`config.mk`:
```
export PLATFORM = sky130hd
export DESIGN_NAME = crc8_framed_uart_receiver_top_flat
export DESIGN_NICKNAME = d
export VERILOG_FILES = /design/src/rtl/cfur_pkg.sv /design/src/rtl/cfur_if.sv /design/src/rtl/cfur_ram.sv /design/src/rtl/cfur_crc8.sv /design/src/rtl/crc8_framed_uart_receiver_top.sv /design/src/flat_wrapper.sv
export VERILOG_INCLUDE_DIRS = /design/src /design/src/rtl
export SDC_FILE = /design/constraint.sdc
export NUM_CORES = 1
export LEC_CHECK = 0
export BUFFER_PORTS_ARGS = -buffer_cell sky130_fd_sc_hd__buf_4
export CAP_MARGIN = 20
export CORE_MARGIN = 2
export CORE_UTILIZATION = 40
export DETAILED_ROUTE_END_ITERATION = 8
export SLEW_MARGIN = 20
export SYNTH_ARGS = -nofsm -noshare
export SYNTH_HDL_FRONTEND = slang
export SYNTH_SLANG_ARGS = --single-unit
```
`constraint.sdc`:
```
create_clock -name clk -period 4.93 [get_ports clk]
set_input_delay 0.2465 -clock clk [delete_from_list [all_inputs] [get_ports clk]]
set_output_delay 0.2465 -clock clk [all_outputs]
set_load 0.01 [all_outputs]
```
`src/rtl/crc8_framed_uart_receiver_top_defines.svh`:
```
// Assertion helpers for the frame deframer.
`ifndef CRC8_FRAMED_UART_RECEIVER_TOP_DEFINES_SVH
`define CRC8_FRAMED_UART_RECEIVER_TOP_DEFINES_SVH

`ifndef SYNTHESIS

// property must hold at every rising clock edge outside reset
`define CFUR_ASSERT(lbl, clk, rst_n, prop) \
    lbl: assert property (@(posedge clk) disable iff (!rst_n) prop) \
        else $error("cfur assertion failed");

// condition must never be seen outside reset
`define CFUR_ASSERT_NEVER(lbl, clk, rst_n, cond) \
    lbl: assert property (@(posedge clk) disable iff (!rst_n) !(cond)) \
        else $error("cfur forbidden condition seen");

`else

`define CFUR_ASSERT(lbl, clk, rst_n, prop)
`define CFUR_ASSERT_NEVER(lbl, clk, rst_n, cond)

`endif

`endif

```
`src/rtl/cfur_pkg.sv`:
```
package cfur_pkg;

    localparam int MAX_PAYLOAD = 64;
    localparam int BYTE_W      = 8;
    localparam int LEN_W       = 7;
    localparam int PAYLOAD_AW  = $clog2(MAX_PAYLOAD);
    localparam int CFG_IDX_W   = 1;
    localparam int CFG_DATA_W  = 8;

    localparam logic [BYTE_W-1:0] CRC_POLY    = 8'h07;
    localparam logic [BYTE_W-1:0] CRC_INIT    = 8'h00;
    localparam logic [BYTE_W-1:0] START_RESET = 8'hA5;
    localparam logic [BYTE_W-1:0] END_RESET   = 8'h5A;

    // configuration register indexes
    localparam logic [CFG_IDX_W-1:0] REG_START_BYTE = 1'b0;
    localparam logic [CFG_IDX_W-1:0] REG_END_BYTE   = 1'b1;

    // result status codes
    localparam logic STATUS_OK      = 1'b0;
    localparam logic STATUS_CRC_ERR = 1'b1;

    typedef struct packed {
        logic              start;
        logic              clear;
        logic [BYTE_W-1:0] data;
    } crc_ctrl_t;

    typedef struct packed {
        logic              busy;
        logic [BYTE_W-1:0] crc;
    } crc_stat_t;

    typedef struct packed {
        logic              status;
        logic [BYTE_W-1:0] opcode;
        logic [LEN_W-1:0]  length;
        logic [BYTE_W-1:0] data;
        logic              data_valid;
        logic              last;
    } result_t;

endpackage

```
`src/rtl/cfur_if.sv`:
```
interface cfur_byte_if;
    import cfur_pkg::*;

    logic              valid;
    logic              ready;
    logic [BYTE_W-1:0] rx_byte;

    modport source (output valid, output rx_byte, input ready);
    modport sink   (input valid, input rx_byte, output ready);
endinterface

interface cfur_result_if;
    import cfur_pkg::*;

    logic              valid;
    logic              ready;
    logic              status;
    logic [BYTE_W-1:0] opcode;
    logic [LEN_W-1:0]  length;
    logic [BYTE_W-1:0] data;
    logic              data_valid;
    logic              last;

    modport source (output valid, output status, output opcode, output length,
                    output data, output data_valid, output last, input ready);
    modport sink   (input valid, input status, input opcode, input length,
                    input data, input data_valid, input last, output ready);
endinterface

```
`src/rtl/cfur_ram.sv`:
```
module cfur_ram #(
    parameter int WIDTH = 8,
    parameter int DEPTH = 64
) (
    input  logic                     clk,
    input  logic                     we,
    input  logic [$clog2(DEPTH)-1:0] waddr,
    input  logic [WIDTH-1:0]         wdata,
    input  logic [$clog2(DEPTH)-1:0] raddr,
    output logic [WIDTH-1:0]         rdata
);

    logic [WIDTH-1:0] mem [DEPTH];

    always_ff @(posedge clk)
    begin
        if (we)
        begin
            mem[waddr] <= wdata;
        end
        rdata <= mem[raddr];
    end

endmodule

```
`src/rtl/cfur_crc8.sv`:
```
module cfur_crc8 (
    input  logic                clk,
    input  logic                rst_n,
    input  cfur_pkg::crc_ctrl_t ctrl,
    output cfur_pkg::crc_stat_t stat
);
    import cfur_pkg::*;

    logic [BYTE_W-1:0] crc_reg, crc_next;
    logic [BYTE_W-1:0] shift_reg, shift_next;
    logic [2:0]        count_reg, count_next;
    logic              busy_reg, busy_next;
    logic              fb;

    // one message bit per cycle, MSB first
    assign fb = crc_reg[BYTE_W-1] ^ shift_reg[BYTE_W-1];

    always_comb
    begin
        crc_next   = crc_reg;
        shift_next = shift_reg;
        count_next = count_reg;
        busy_next  = busy_reg;
        if (busy_reg)
        begin
            crc_next   = {crc_reg[BYTE_W-2:0], 1'b0} ^ (fb ? CRC_POLY : '0);
            shift_next = {shift_reg[BYTE_W-2:0], 1'b0};
            count_next = count_reg + 3'd1;
            if (count_reg == 3'd7)
            begin
                busy_next = 1'b0;
            end
        end
        else if (ctrl.start)
        begin
            crc_next   = ctrl.clear ? CRC_INIT : crc_reg;
            shift_next = ctrl.data;
            count_next = '0;
            busy_next  = 1'b1;
        end
    end

    always_ff @(posedge clk or negedge rst_n)
    begin
        if (!rst_n)
        begin
            crc_reg   <= CRC_INIT;
            shift_reg <= '0;
            count_reg <= '0;
            busy_reg  <= 1'b0;
        end
        else
        begin
            crc_reg   <= crc_next;
            shift_reg <= shift_next;
            count_reg <= count_next;
            busy_reg  <= busy_next;
        end
    end

    assign stat.busy = busy_reg;
    assign stat.crc  = crc_reg;

endmodule

```
`src/rtl/crc8_framed_uart_receiver_top.sv`:
```
// Frame deframer for SOF, LEN, OP, payload, CRC, EOF byte streams with a
// CRC-8 (poly 0x07, init 0) over LEN, OP and payload. The CRC runs bit-serial,
// so LEN, OP and each payload byte hold off the next byte while the CRC folds
// it in; SOF, CRC and EOF bytes do not. After a good EOF the payload is read
// back from a 64-entry RAM with registered read, each result going through
// a read state and a load state that waits until the output register is free;
// a frame of zero length or a CRC error gives one result. Input stalls during
// that burst. A length above 64 drops back to hunting for SOF; a wrong EOF
// drops the frame. No clearing pass follows reset.
`include "crc8_framed_uart_receiver_top_defines.svh"

module crc8_framed_uart_receiver_top (
    input  logic                           clk,
    input  logic                           rst_n,
    input  logic                           cfg_we,
    input  logic [cfur_pkg::CFG_IDX_W-1:0]  cfg_index,
    input  logic [cfur_pkg::CFG_DATA_W-1:0] cfg_data,
    cfur_byte_if.sink                      rx,
    cfur_result_if.source                  res
);
    import cfur_pkg::*;

    typedef enum logic [3:0] {
        S_HUNT,
        S_LEN,
        S_OP,
        S_PAYLOAD,
        S_CRC,
        S_EOF,
        S_EMIT_RD,
        S_EMIT_LD,
        S_EMIT_ONE
    } state_t;

    state_t            state_reg, state_next;
    logic [LEN_W-1:0]  len_reg, len_next;
    logic [BYTE_W-1:0] opcode_reg, opcode_next;
    logic [LEN_W-1:0]  idx_reg, idx_next;
    logic [BYTE_W-1:0] rcv_crc_reg, rcv_crc_next;
    logic              pend_status_reg, pend_status_next;
    logic              res_valid_reg, res_valid_next;
    result_t           res_reg, res_next;

    logic [BYTE_W-1:0] start_byte_reg;
    logic [BYTE_W-1:0] end_byte_reg;

    crc_ctrl_t         crc_ctrl;
    crc_stat_t         crc_stat;

    logic              in_phase;
    logic              rx_ready;
    logic              rx_fire;
    logic              out_free;
    logic              idx_room;
    logic [LEN_W-1:0]  idx_inc;
    logic              ram_we;
    logic [BYTE_W-1:0] ram_rdata;
    logic              emit_last;

    always_ff @(posedge clk or negedge rst_n)
    begin
        if (!rst_n)
        begin
            start_byte_reg <= START_RESET;
            end_byte_reg   <= END_RESET;
        end
        else if (cfg_we)
        begin
            unique case (cfg_index)
                REG_START_BYTE: start_byte_reg <= cfg_data[BYTE_W-1:0];
                REG_END_BYTE:   end_byte_reg   <= cfg_data[BYTE_W-1:0];
                default:        ;
            endcase
        end
    end

    assign in_phase = (state_reg == S_HUNT) || (state_reg == S_LEN) ||
                      (state_reg == S_OP) || (state_reg == S_PAYLOAD) ||
                      (state_reg == S_CRC) || (state_reg == S_EOF);
    assign rx_ready = in_phase && !crc_stat.busy;
    assign rx_fire  = rx.valid && rx_ready;
    assign rx.ready = rx_ready;
    assign out_free = !res_valid_reg || res.ready;

    assign idx_room  = idx_reg < LEN_W'(MAX_PAYLOAD);
    assign idx_inc   = idx_room ? (idx_reg + LEN_W'(1)) : idx_reg;
    assign ram_we    = rx_fire && (state_reg == S_PAYLOAD) && idx_room;
    assign emit_last = (idx_reg + LEN_W'(1)) == len_reg;

    cfur_ram #(
        .WIDTH (BYTE_W),
        .DEPTH (MAX_PAYLOAD)
    ) u_payload_ram (
        .clk   (clk),
        .we    (ram_we),
        .waddr (idx_reg[PAYLOAD_AW-1:0]),
        .wdata (rx.rx_byte),
        .raddr (idx_reg[PAYLOAD_AW-1:0]),
        .rdata (ram_rdata)
    );

    cfur_crc8 u_crc (
        .clk   (clk),
        .rst_n (rst_n),
        .ctrl  (crc_ctrl),
        .stat  (crc_stat)
    );

    always_comb
    begin
        state_next       = state_reg;
        len_next         = len_reg;
        opcode_next      = opcode_reg;
        idx_next         = idx_reg;
        rcv_crc_next     = rcv_crc_reg;
        pend_status_next = pend_status_reg;
        res_valid_next   = res_valid_reg && !res.ready;
        res_next         = res_reg;
        crc_ctrl.start   = 1'b0;
        crc_ctrl.clear   = 1'b0;
        crc_ctrl.data    = rx.rx_byte;

        unique case (state_reg)
            S_HUNT:
            begin
                if (rx_fire && (rx.rx_byte == start_byte_reg))
                begin
                    state_next = S_LEN;
                end
            end
            S_LEN:
            begin
                if (rx_fire)
                begin
                    if (rx.rx_byte > BYTE_W'(MAX_PAYLOAD))
                    begin
                        state_next = S_HUNT;
                    end
                    else
                    begin
                        len_next       = rx.rx_byte[LEN_W-1:0];
                        idx_next       = '0;
                        crc_ctrl.start = 1'b1;
                        crc_ctrl.clear = 1'b1;
                        state_next     = S_OP;
                    end
                end
            end
            S_OP:
            begin
                if (rx_fire)
                begin
                    opcode_next    = rx.rx_byte;
                    crc_ctrl.start = 1'b1;
                    state_next     = (len_reg == '0) ? S_CRC : S_PAYLOAD;
                end
            end
            S_PAYLOAD:
            begin
                if (rx_fire)
                begin
                    idx_next       = idx_inc;
                    crc_ctrl.start = 1'b1;
                    if (idx_inc >= len_reg)
                    begin
                        state_next = S_CRC;
                    end
                end
            end
            S_CRC:
            begin
                if (rx_fire)
                begin
                    rcv_crc_next = rx.rx_byte;
                    state_next   = S_EOF;
                end
            end
            S_EOF:
            begin
                if (rx_fire)
                begin
                    state_next = S_HUNT;
                    if (rx.rx_byte == end_byte_reg)
                    begin
                        if (crc_stat.crc != rcv_crc_reg)
                        begin
                            pend_status_next = STATUS_CRC_ERR;
                            state_next       = S_EMIT_ONE;
                        end
                        else if (len_reg == '0)
                        begin
                            pend_status_next = STATUS_OK;
                            state_next       = S_EMIT_ONE;
                        end
                        else
                        begin
                            idx_next   = '0;
                            state_next = S_EMIT_RD;
                        end
                    end
                end
            end
            S_EMIT_RD:
            begin
                // RAM read in flight
                state_next = S_EMIT_LD;
            end
            S_EMIT_LD:
            begin
                if (out_free)
                begin
                    res_valid_next      = 1'b1;
                    res_next.status     = STATUS_OK;
                    res_next.opcode     = opcode_reg;
                    res_next.length     = len_reg;
                    res_next.data       = ram_rdata;
                    res_next.data_valid = 1'b1;
                    res_next.last       = emit_last;
                    if (emit_last)
                    begin
                        state_next = S_HUNT;
                    end
                    else
                    begin
                        idx_next   = idx_reg + LEN_W'(1);
                        state_next = S_EMIT_RD;
                    end
                end
            end
            S_EMIT_ONE:
            begin
                if (out_free)
                begin
                    res_valid_next      = 1'b1;
                    res_next.status     = pend_status_reg;
                    res_next.opcode     = opcode_reg;
                    res_next.length     = len_reg;
                    res_next.data       = '0;
                    res_next.data_valid = 1'b0;
                    res_next.last       = 1'b1;
                    state_next          = S_HUNT;
                end
            end
            default:
            begin
                state_next = S_HUNT;
            end
        endcase
    end

    always_ff @(posedge clk or negedge rst_n)
    begin
        if (!rst_n)
        begin
            state_reg       <= S_HUNT;
            len_reg         <= '0;
            opcode_reg      <= '0;
            idx_reg         <= '0;
            rcv_crc_reg     <= '0;
            pend_status_reg <= STATUS_OK;
            res_valid_reg   <= 1'b0;
            res_reg         <= '0;
        end
        else
        begin
            state_reg       <= state_next;
            len_reg         <= len_next;
            opcode_reg      <= opcode_next;
            idx_reg         <= idx_next;
            rcv_crc_reg     <= rcv_crc_next;
            pend_status_reg <= pend_status_next;
            res_valid_reg   <= res_valid_next;
            res_reg         <= res_next;
        end
    end

    assign res.valid      = res_valid_reg;
    assign res.status     = res_reg.status;
    assign res.opcode     = res_reg.opcode;
    assign res.length     = res_reg.length;
    assign res.data       = res_reg.data;
    assign res.data_valid = res_reg.data_valid;
    assign res.last       = res_reg.last;

    // no byte may be taken while the serial CRC is still folding the last one
    `CFUR_ASSERT_NEVER(a_no_accept_crc_busy, clk, rst_n, rx.ready && crc_stat.busy)
    // an oversized length always aborts to hunting
    `CFUR_ASSERT(a_len_abort, clk, rst_n, (rx_fire && (state_reg == S_LEN) && (rx.rx_byte > BYTE_W'(MAX_PAYLOAD))) |=> (state_reg == S_HUNT))
    // readback index stays inside the frame
    `CFUR_ASSERT(a_emit_idx, clk, rst_n, ((state_reg == S_EMIT_RD) || (state_reg == S_EMIT_LD)) |-> (idx_reg < len_reg))
    // results without a payload byte carry zero data and close the run
    `CFUR_ASSERT(a_nodata_result, clk, rst_n, (res.valid && !res.data_valid) |-> ((res.data == '0) && res.last))

endmodule

```
`src/flat_wrapper.sv`:
```
// flat-port wrapper written by rule: the top's interface ports become plain ports
module crc8_framed_uart_receiver_top_flat import cfur_pkg::*;
  (clk, rst_n, cfg_we, cfg_index, cfg_data, rx_valid, rx_rx_byte, rx_ready, res_valid, res_status, res_opcode, res_length, res_data, res_data_valid, res_last, res_ready);
  cfur_byte_if rx_i ();
  cfur_result_if res_i ();
  input  logic clk;
  input  logic rst_n;
  input  logic cfg_we;
  input  logic [cfur_pkg::CFG_IDX_W-1:0] cfg_index;
  input  logic [cfur_pkg::CFG_DATA_W-1:0] cfg_data;
  input wire logic [$bits(rx_i.valid)-1:0] rx_valid;
  input wire logic [$bits(rx_i.rx_byte)-1:0] rx_rx_byte;
  output wire logic [$bits(rx_i.ready)-1:0] rx_ready;
  output wire logic [$bits(res_i.valid)-1:0] res_valid;
  output wire logic [$bits(res_i.status)-1:0] res_status;
  output wire logic [$bits(res_i.opcode)-1:0] res_opcode;
  output wire logic [$bits(res_i.length)-1:0] res_length;
  output wire logic [$bits(res_i.data)-1:0] res_data;
  output wire logic [$bits(res_i.data_valid)-1:0] res_data_valid;
  output wire logic [$bits(res_i.last)-1:0] res_last;
  input wire logic [$bits(res_i.ready)-1:0] res_ready;
  assign rx_i.valid = rx_valid;
  assign rx_i.rx_byte = rx_rx_byte;
  assign rx_ready = rx_i.ready;
  assign res_valid = res_i.valid;
  assign res_status = res_i.status;
  assign res_opcode = res_i.opcode;
  assign res_length = res_i.length;
  assign res_data = res_i.data;
  assign res_data_valid = res_i.data_valid;
  assign res_last = res_i.last;
  assign res_i.ready = res_ready;
  crc8_framed_uart_receiver_top u_core (.clk(clk), .rst_n(rst_n), .cfg_we(cfg_we), .cfg_index(cfg_index), .cfg_data(cfg_data), .rx(rx_i), .res(res_i));
endmodule
```
==> reports/results.ini <==
[worst_setup_path]
crit_arrival_ns = 3.85
timing.rr.start = u_core.state_reg[1]
critical_path_class = reg2reg
rr_endpoint = u_core.u_payload_ram.mem[22][7]
cp.required_ns = 5.19
start_kind = register
reg2reg_depth = 5
startpoint = u_core.state_reg[1]
r2r_slack_ns = 1.34
worst-path-max-fanout = 19
endpoint_kind = register

[floorplanning]
coreArea_sq_mm = 0.0627
die_y_um = 255
die_area_sq_mm = 0.0651
start_util_pct = 40.2
boundaryPins = 50
num_rows = 92
die_w_um = 255

[clocking]
cts_resized = 0
cts_buffer_depth = 3
cts_root_buf = clkbuf_16
cts_tree = yes
numClockSinks = 618
numCtsBuffers = 61
clkLatencyLatePin_ns = 0.67
clk_pin_slew_worst_paths_ns = 0.06
htree_levels = 2

[hold_path]
min_to = u_core.u_payload_ram.mem[18][2]
min-delay-start = rx_rx_byte[2]
hold_path.class = in2reg
hold_depth = 1

[timing]
rsz0062_at_grt = no
clock_skew_ns = 0.0540
slew_viol_final = 0
fin_crit_sh_pct = 72.9
min_period_ns = 3.59
hold_viol = 0
fmax_mhz = 278
tightest_slew_ns = 1.05
tns_ns = 0
max_slew_margin_pct = 30.0
whs_ns = 0.0314
setup_viol = 0

[detailed_routing]
wl_per_cell_um = 26.8
totalWireLength_mm = 68.2
via_per_inst = 5.80
drtAntennaViolNets = 0
firstDrtPassIters = 5
drt_iter0_markers = 1768
vias = 14747
drc_errors = 0

[yosys]
synth_top_area_share_pct = 60.9
synth_area_per_cell_sq_um = 16.1
synth_fa_ha_area_share_pct = 0.545
synthArstFlopShare_pct = 15.9
syn-instance-count = 1568
synth_fp_nets = 1601
ys_seq_area_share_pct = 71.3
synth_cell_types = 78
post-synth-top-count-cell = edfxtp_1
synth_edf_count = 512
syn_area_sq_mm = 0.0252
yosys.area_share.simple_pct = 5.46
synth_compound_gate_area_share_pct = 7.49
yosys_warnings = 0
ys_seq_elements = 618
synthFlopType = edfxtp_1
synth_top_family_by_area = multiplexers
ys_top_cells_by_area = edfxtp_1 61%, dfrtp_1 8.9%, mux4_2 3.7%
synth_top_cell_by_area = edfxtp_1
muxShareOfSynthArea_pct = 11.4
synth_xor_area_share_pct = 1.39
synthTopCellsByCount = 512 x edfxtp_1, 121 x nor2_1, 101 x nand2_1, 90 x dfrtp_1, 83 x mux2_2

[power]
power_density_mw_per_mm2 = 449
leakagePower_uw = 0.00989
finalPower_uw = 12900
peakVddDrop_mv = 0.282

[placement]
globalplace.congestion = 0.873
port_buffers = 49
hpwl_mm = 42.6

[global_routing]
grt_overflow = 0
grtUsageTotal_pct = 21.2
antenna_found_initial = 3
grt_max_degree = 62
grt_pass1_vias = 14758
grt_pass1_wl_mm = 101

[layout]
area_growth_syn_to_layout_pct = 13.8
diodes = 0
finalCoreUtilization_pct = 45.8
largest-register = u_core.u_payload_ram.mem
fin_nets = 1676
drive_gt1_share_pct = 21.2
largest_reg_flops = 512

[run_status]
status = complete, no violations

[run]
maxCapViolCount = 0

-- cell families after synthesis --
logic type / Yosys count
simple gates: 303
flops: 618
xor+xnor: 40
mux: 197
fa+ha+maj: 11
compound gates: 279
buf+inv: 120
-- placed cells by master, fill, tap and decap left out, types with 23 or more instances in the layout --
| cell | count |
|---|---|
| o22ai_1 | 23 |
| edfxtp_1 | 512 |
| xor2_1 | 27 |
| mux2_2 | 83 |
| buf_4 | 102 |
| a21oi_1 | 56 |
| mux4_2 | 42 |
| o21ai_0 | 68 |
| a221oi_1 | 52 |
| clkbuf_16 | 61 |
| nand2_1 | 101 |
| nor2_1 | 120 |
| mux2i_1 | 54 |
| dfrtp_1 | 87 |
-- critical path, stage by stage, from the launching register on --
cell and delay, ns:
dfrtp_1 0.60, a211oi_2 0.32, nand2_1 0.26, nor4_2 0.56, nand2_1 0.64, nor2_1 0.83
-- worst max path at each step --
stage,endpoint,cells after the start
floorplan,u_core.idx_reg[1],15
detailed placement,u_core.u_payload_ram.mem[62][6],5
CTS,u_core.u_payload_ram.mem[22][7],5
finish,u_core.u_payload_ram.mem[22][7],5
global route,u_core.state_reg[3],12
global placement,u_core.state_reg[3],12
-- power breakdown --
part / leakage, uW / switching [uW] / internal (uW) / total [uW]
logic: 0.00294 / 1230 / 784 / 2010
registers: 0.00594 / 278 / 5870 / 6150
clock network: 0.00101 / 1990 / 2740 / 4730
total: 0.00989 / 3500 / 9400 / 12900
-- metrics by stage --
| stage | cell area (sq um) | instances | worst slack, ns |
|---|---|---|---|
| after global placement | 26500 | 2412 | 1.27 |
| after CTS | 28700 | 2540 | 1.41 |
| after detailed placement | 26500 | 2412 | 1.43 |
| after floorplan | 25200 | 1568 | 1.78 |
| final | 28700 | 2542 | 1.34 |
| after global routing | 28700 | 2542 | 1.14 |
-- area by class of cell --
| class | count | area (sq um) |
|---|---|---|
| Multi-Input combinational cell | 830 | 6630 |
| Clock inverter | 29 | 322 |
| Clock buffer | 87 | 1750 |
| Timing Repair Buffer | 116 | 906 |
| Inverter | 16 | 60.1 |
| Sequential cell | 618 | 18000 |
| Fill cell | 5378 | 34000 |
| Tap cell | 846 | 1060 |
-- routing by layer --
layer / up-vias / track usage, % / wire, um
met5: - / 0 / 0
met4: 0 / 6.87 / 2180
met3: 138 / 4.22 / 5640
met2: 744 / 33.5 / 31600
met1: 7606 / 29.7 / 28800
li1: 6259 / - / -
-- what timing repair did --
| item | CTS | global route |
|---|---|---|
| hold buffers | 12 | 2 |
| hold endpoints to repair | 66 | 3 |
| buffers inserted | 0 | 0 |
Note: power is estimated with default switching activity, not from simulation.
